$ cat config.mk
export PLATFORM = sky130hd
export DESIGN_NAME = gld_controller
export DESIGN_NICKNAME = d
export VERILOG_FILES = /design/src/hdl/gld_pkg.sv /design/src/hdl/gld_controller.sv
export SDC_FILE = /design/constraint.sdc
export NUM_CORES = 1
export LEC_CHECK = 0
export ABC_CLOCK_PERIOD_IN_PS = 3100
export BUFFER_PORTS_ARGS = -buffer_cell sky130_fd_sc_hd__buf_2
export CORE_AREA = 4 4 41 43
export DETAILED_ROUTE_END_ITERATION = 16
export DIE_AREA = 0 0 45 47
export PLACE_DENSITY_LB_ADDON = 0.3
export SYNTH_ARGS = -nofsm -noshare
export SYNTH_HDL_FRONTEND = slang
export SYNTH_SLANG_ARGS = --single-unit
$ cat constraint.sdc
create_clock -name clk_i -period 3.1 [get_ports clk_i]
set_input_delay 0.155 -clock clk_i [delete_from_list [all_inputs] [get_ports clk_i]]
set_output_delay 0.155 -clock clk_i [all_outputs]
set_load 0.1 [all_outputs]
$ cat src/hdl/gld_pkg.sv
// Shared constants and types of the GIF LZW decoder core.
package gld_pkg;
  localparam int TABLE_DEPTH   = 4096;
  localparam int MAX_CODE_BITS = 12;
  localparam int ADDR_W        = 12;
  localparam int CNT_W         = 13;

  localparam logic [1:0] OP_PUSH    = 2'd0;
  localparam logic [1:0] OP_PULL    = 2'd1;
  localparam logic [1:0] OP_RESTART = 2'd2;

  localparam logic [2:0] ST_PIXEL     = 3'd0;
  localparam logic [2:0] ST_NEED      = 3'd1;
  localparam logic [2:0] ST_END       = 3'd2;
  localparam logic [2:0] ST_ACCEPTED  = 3'd3;
  localparam logic [2:0] ST_REFUSED   = 3'd4;
  localparam logic [2:0] ST_RESTARTED = 3'd5;

  typedef enum logic [2:0] {
    CMD_NONE, CMD_ACCEPT, CMD_PULL, CMD_WALK, CMD_STORE, CMD_ADD, CMD_POP
  } cmd_e;

  typedef enum logic [1:0] {NX_DONE, NX_POP, NX_AGAIN, NX_WALK} next_e;

  typedef struct packed {
    next_e pull_next;
    logic  walk_more;
    logic  out_free;
  } dp_status_t;
endpackage

$ cat src/hdl/gld_controller.sv
// Controller state machine sequencing requests through the datapath.
module gld_controller
  import gld_pkg::*;
(
  input  logic       clk_i,
  input  logic       rst_ni,
  input  logic       in_valid_i,
  input  logic [1:0] op_i,
  input  dp_status_t status_i,
  output logic       in_ready_o,
  output cmd_e       cmd_o
);
  localparam logic [2:0] S_IDLE  = 3'd0;
  localparam logic [2:0] S_PULL  = 3'd1;
  localparam logic [2:0] S_WALK  = 3'd2;
  localparam logic [2:0] S_STORE = 3'd3;
  localparam logic [2:0] S_ADD   = 3'd4;
  localparam logic [2:0] S_POP   = 3'd5;

  logic [2:0] state_q, state_d;

  assign in_ready_o = (state_q == S_IDLE) && status_i.out_free;

  always_comb begin
    state_d = state_q;
    cmd_o   = CMD_NONE;
    case (state_q)
      S_IDLE: begin
        if (in_valid_i && in_ready_o) begin
          cmd_o = CMD_ACCEPT;
          if (op_i == OP_PULL) state_d = S_PULL;
        end
      end
      S_PULL: begin
        cmd_o = CMD_PULL;
        case (status_i.pull_next)
          NX_POP:   state_d = S_POP;
          NX_AGAIN: state_d = S_PULL;
          NX_WALK:  state_d = S_WALK;
          default:  state_d = S_IDLE;
        endcase
      end
      S_WALK: begin
        cmd_o   = CMD_WALK;
        state_d = status_i.walk_more ? S_STORE : S_ADD;
      end
      S_STORE: begin
        cmd_o = CMD_STORE; state_d = S_WALK;
      end
      S_ADD: begin
        cmd_o = CMD_ADD; state_d = S_PULL;
      end
      S_POP: begin
        cmd_o = CMD_POP; state_d = S_IDLE;
      end
      default: state_d = S_IDLE;
    endcase
  end

  always_ff @(posedge clk_i or negedge rst_ni) begin
    if (!rst_ni) begin
      state_q <= S_IDLE;
    end else begin
      state_q <= state_d;
    end
  end
endmodule

# Word level (Yosys, flattened, before mapping)

Cells that the tools add are included.

Reduce and logical (&&, ||, !) cells: 4
Mux-type cells: 7
Eq/ne operators: 11

Operator list:

| cell                 | count |
|---|---|
| $pmux W3 S6          | 1 |
| $pmux W3 S5          | 1 |
| $mux W3              | 3 |
| $pmux W3 S3          | 1 |
| $eq A3 B2 Y1 const B | 2 |
| $eq A3 B3 Y1 const B | 2 |
| $eq A2 B1 Y1 const B | 2 |
| $eq A2 B2 Y1 const B | 2 |
| $ne A2 B1 Y1 const B | 2 |
| $eq A3 B1 Y1 const B | 1 |
| $logic_not A3 Y1     | 1 |
| $logic_and A1 B1 Y1  | 2 |
| $reduce_and A2 Y1    | 1 |
| $mux W1              | 1 |

Bits of input ports: 9
Register bits after elaboration: 3

# Longest topological paths before layout

Word-level depth: 5
Depth in mapped cells: 4
Depth with buffers taken out: 4

# Worst setup path before layout

Ideal clock, no wire load.

Kind: register -> output
Start: register state_q[2]
End: output port cmd_o[0]
Arrival: 2.756 ns
Required time: 2.945 ns
Stages on the path, launching flop included: 3
Setup slack: 0.189 ns
Cell sequence: dfrtp_1 buf_6 a211oi_1

Cells in the longest elaborated chain, start to end: 5
Elaborated cells between the ends (all ways): 10
Classes of those cells: eq/ne: 5; mux: 2; reduce/logical: 3

Ends and longest elaborated chain:

| what                   | line                                       | source |
|---|---|---|
| start, declared        | gld_controller.sv:20                       | `logic [2:0] state_q, state_d;` |
| start signal, assigned | gld_controller.sv:64                       | `state_q <= state_d;` |
| $logic_not A3 Y1       | gld_controller.sv:22, gld_controller.sv:27 |  |
| $logic_and A1 B1 Y1    | gld_controller.sv:22                       | `assign in_ready_o = (state_q == S_IDLE) && status_i.out_free;` |
| $logic_and A1 B1 Y1    | gld_controller.sv:29                       | `if (in_valid_i && in_ready_o) begin` |
| $mux W1                | gld_controller.sv:29                       |  |
| $pmux W3 S6 *          | gld_controller.sv:27                       | `case (state_q)` |
| end, declared          | gld_controller.sv:11                       | `output cmd_e cmd_o` |

Mark *: on every way between the ends. The rest lies on a longest branch, timed or not.

# Worst setup path in the final report

Start: register state_q[1]
End: output port cmd_o[0]

Same word-level chain as after synthesis.

==> results.sh <==
export IMPL_drive_gt1_share_pct=40.9
export IMPL_numPortBuffers=12
export IMPL_largest_reg_flops=3
export IMPL_cts_buffers=3
export IMPL_grt_pass1_vias=230
export IMPL_overflow=0
export IMPL_dieArea_um2=2120
export IMPL_report_final_slew_viol_count=0
export IMPL_postCtsSetupBuffers=0
export IMPL_wl_met1_um=256
export IMPL_start_util_pct=19.9
export IMPL_path_delay_family="flip-flops"
export IMPL_htreeDepth=1
export IMPL_vias=259
export IMPL_synth_area_um2=259
export IMPL_crit_cells=3
export IMPL_maxSlewHeadroom_pct=67.6
export IMPL_crit_start="state_q[1]"
export IMPL_crit_top_cell="a211oi_1"
export IMPL_ys_top_cells_by_count="3 x dfrtp_1, 3 x inv_1, 3 x nand3_1"
export IMPL_critPathCaptureType="output port"
export IMPL_crit_path_cell_trace="a211oi_1 > a211oi_1 > buf_2"
export IMPL_slowest_stage="dfrtp_1"
export IMPL_skew_ps=2.56
export IMPL_synth_nets=40
export IMPL_ys_dominant_reg_cell="dfrtp_1"
export IMPL_ff2ff_setup_slack_ps=1920
export IMPL_yosys_register_bits=3
export IMPL_synth_xor_area_share_pct=0
export IMPL_top_register="state_q"
export IMPL_synth_area_leaders="dfrtp_1 29%, ha_1 9.7%, o41ai_2 6.3%"
export IMPL_worst_pin_slew_ps=490
export IMPL_grt_first_pass_wirelength_um=910
export IMPL_clkTransAtPathRegs_ps=40
export IMPL_cp_required_ps=2940
export IMPL_clk_insertion_delay_late_ps=230
export IMPL_synthCells=29
export IMPL_gr_usage_all_layers_pct=5.94
export IMPL_cts_resized_gates=0
export IMPL_min_path_type="primary input to flip-flop"
export IMPL_rr_worst_depth=3
export IMPL_regArea_um2=75.1
export IMPL_synthSimpleGateAreaFrac_pct=22.7
export IMPL_io_pins=13
export IMPL_yosysTopAreaCell="dfrtp_1"
export IMPL_fin_crit_sh_pct=55.4
export IMPL_outcome="finished, final reports clean"
export IMPL_drt_pass1_iter_count=2
export IMPL_cts_root_buf="clkbuf_4"
export IMPL_synth_fa_ha_area_share_pct=9.66
export IMPL_die_y_um=47
export IMPL_synth_top_family_by_area="compound AO/OA/AOI/OAI gates"
export IMPL_drc=0
export IMPL_drtIter0Drc=1
export IMPL_rr_endpoint="state_q[0]"
export IMPL_arrival_ps=1560
export IMPL_globalplace_congestion=0.694
export IMPL_dr_wl_met3_um=15
export IMPL_drtAntennaViolNets=0
export IMPL_core_area_um2=1300
export IMPL_fp_dieW_um=45
export IMPL_critPathLaunchType="flip-flop"
export IMPL_vias_per_cell=4.39
export IMPL_regToRegStartpoint="state_q[1]"
export IMPL_muxShareOfSynthArea_pct=0
export IMPL_async_flop_share_pct=100
export IMPL_crit_fanout=13
export IMPL_finalWirelength_um=577
export IMPL_yosysUniqueCellTypes=19
export IMPL_crit_path_end="cmd_o[0]"
export IMPL_top_layer="met4"
export IMPL_postCtsHoldBufs=1
export IMPL_antenna_found_initial=0
export IMPL_cts_sinks=3
export IMPL_whs_ps=208
export IMPL_setup_viol=0
export IMPL_crit_buf_inv=1
export IMPL_routedWlPerCell_um=9.78
export IMPL_multi_input_area_um2=150
export IMPL_rows=13
export IMPL_synth_edff_count=0
export IMPL_syn_area_per_cell_um2=8.93
export IMPL_synthToLayoutAreaGrowth_pct=37.2
export IMPL_setup_tns_final_ps=0
export IMPL_yosys_area_top_type_share_pct=29.0
export IMPL_crit_path_max_incr_delay_ps=560
export IMPL_maxCapViolCount=0
export IMPL_largestRegisters="state_q (3)"
export IMPL_grt_max_degree=14
export IMPL_n_fill_cell=153
export IMPL_crit_type="flip-flop to output port"
export IMPL_final_nets=56
export IMPL_synth_yosys_seq_area_share_pct=29.0
export IMPL_synth_compound_area_share_pct=25.6
export IMPL_dp_hpwl_um=440
export IMPL_cts_tree="yes"
export IMPL_met2_length_um=287
export IMPL_clk_path_buf_depth=2
export IMPL_antenna_cells=0
export IMPL_rsz0062_at_grt="false"
export IMPL_yosysWarnings=0
export IMPL_fmax_ghz=0.582
export IMPL_hold_viol=0
export IMPL_post_route_min_period_ps=1720
## through the flow
| stage | std cells | setup slack (ps) | cell area (µm²) | utilization [%] |
|---|---|---|---|---|
| CTS | 59 | 1360 | 355 | 27.3 |
| global placement | 54 | 1660 | 319 | 24.5 |
| detailed placement | 54 | 1620 | 319 | 24.5 |
| finish | 59 | 1380 | 355 | 27.3 |
| global route | 59 | 1270 | 355 | 27.3 |
| floorplan | 29 | 189 | 259 | - |
## worst register-to-register path, cell delays in order (launching register included)
cell     delay (ps)
dfrtp_1         560
nor2_1          120
a221o_1         340
o41ai_2          60
## worst min path at each step
stage                             to   startpoint  slack, ps  cells past startpoint
after floorplan           state_q[0]       rst_ni       -140                      0
after global placement    state_q[2]       rst_ni        -50                      1
after detailed placement  state_q[2]       rst_ni        -50                      1
after CTS                 state_q[1]  status_i[1]        200                      3
after global routing      state_q[1]  status_i[1]        230                      3
final                     state_q[1]  status_i[1]        210                      3
## placed cells by master, fill, tap and decap left out
cell type | netlist | routed
buf_2 | 0 | 12
inv_1 | 3 | 3
nand3_1 | 3 | 3
clkbuf_4 | 0 | 3
dfrtp_1 | 3 | 3
a211oi_1 | 2 | 2
o21ai_1 | 2 | 2
a21oi_1 | 2 | 2
ha_1 | 2 | 2
inv_2 | 1 | 1
nor2_1 | 1 | 1
and3_1 | 1 | 1
o21ai_0 | 1 | 1
nand2_1 | 1 | 1
nand4b_1 | 1 | 1
nand2b_4 | 1 | 1
a221o_1 | 1 | 1
o41ai_2 | 1 | 1
nand3b_1 | 1 | 1
clkbuf_1 | 0 | 1
dlygate4sd3_1 | 0 | 1
## layout make-up
class / instances / area share [%]
Timing Repair Buffer: 13 / 19.7
Clock buffer: 4 / 7.39
Multi-Input combinational cell: 20 / 42.3
Sequential cell: 3 / 21.1
Tap cell: 15 / 5.28
Inverter: 4 / 4.23
## layer usage
| metal | track usage, % | vias to the layer above |
|---|---|---|
| met4 | 5.26 | 0 |
| met5 | 0 | - |
| met2 | 11.0 | 5 |
| met3 | 0 | 2 |
| met1 | 6.19 | 119 |
| li1 | - | 133 |
## cell families (layout without fill, tap and decap cells)
kind of cell             after synthesis  after routing
adder cells (fa/ha/maj)                2              2
AND/OR/NAND/NOR                        9              9
flip-flops                             3              3
buffers and inverters                  6             21
AO/OA/AOI/OAI                          9              9
Power is not shown: default switching activity piles up to over one toggle a cycle in this logic, so the estimate is an artifact.
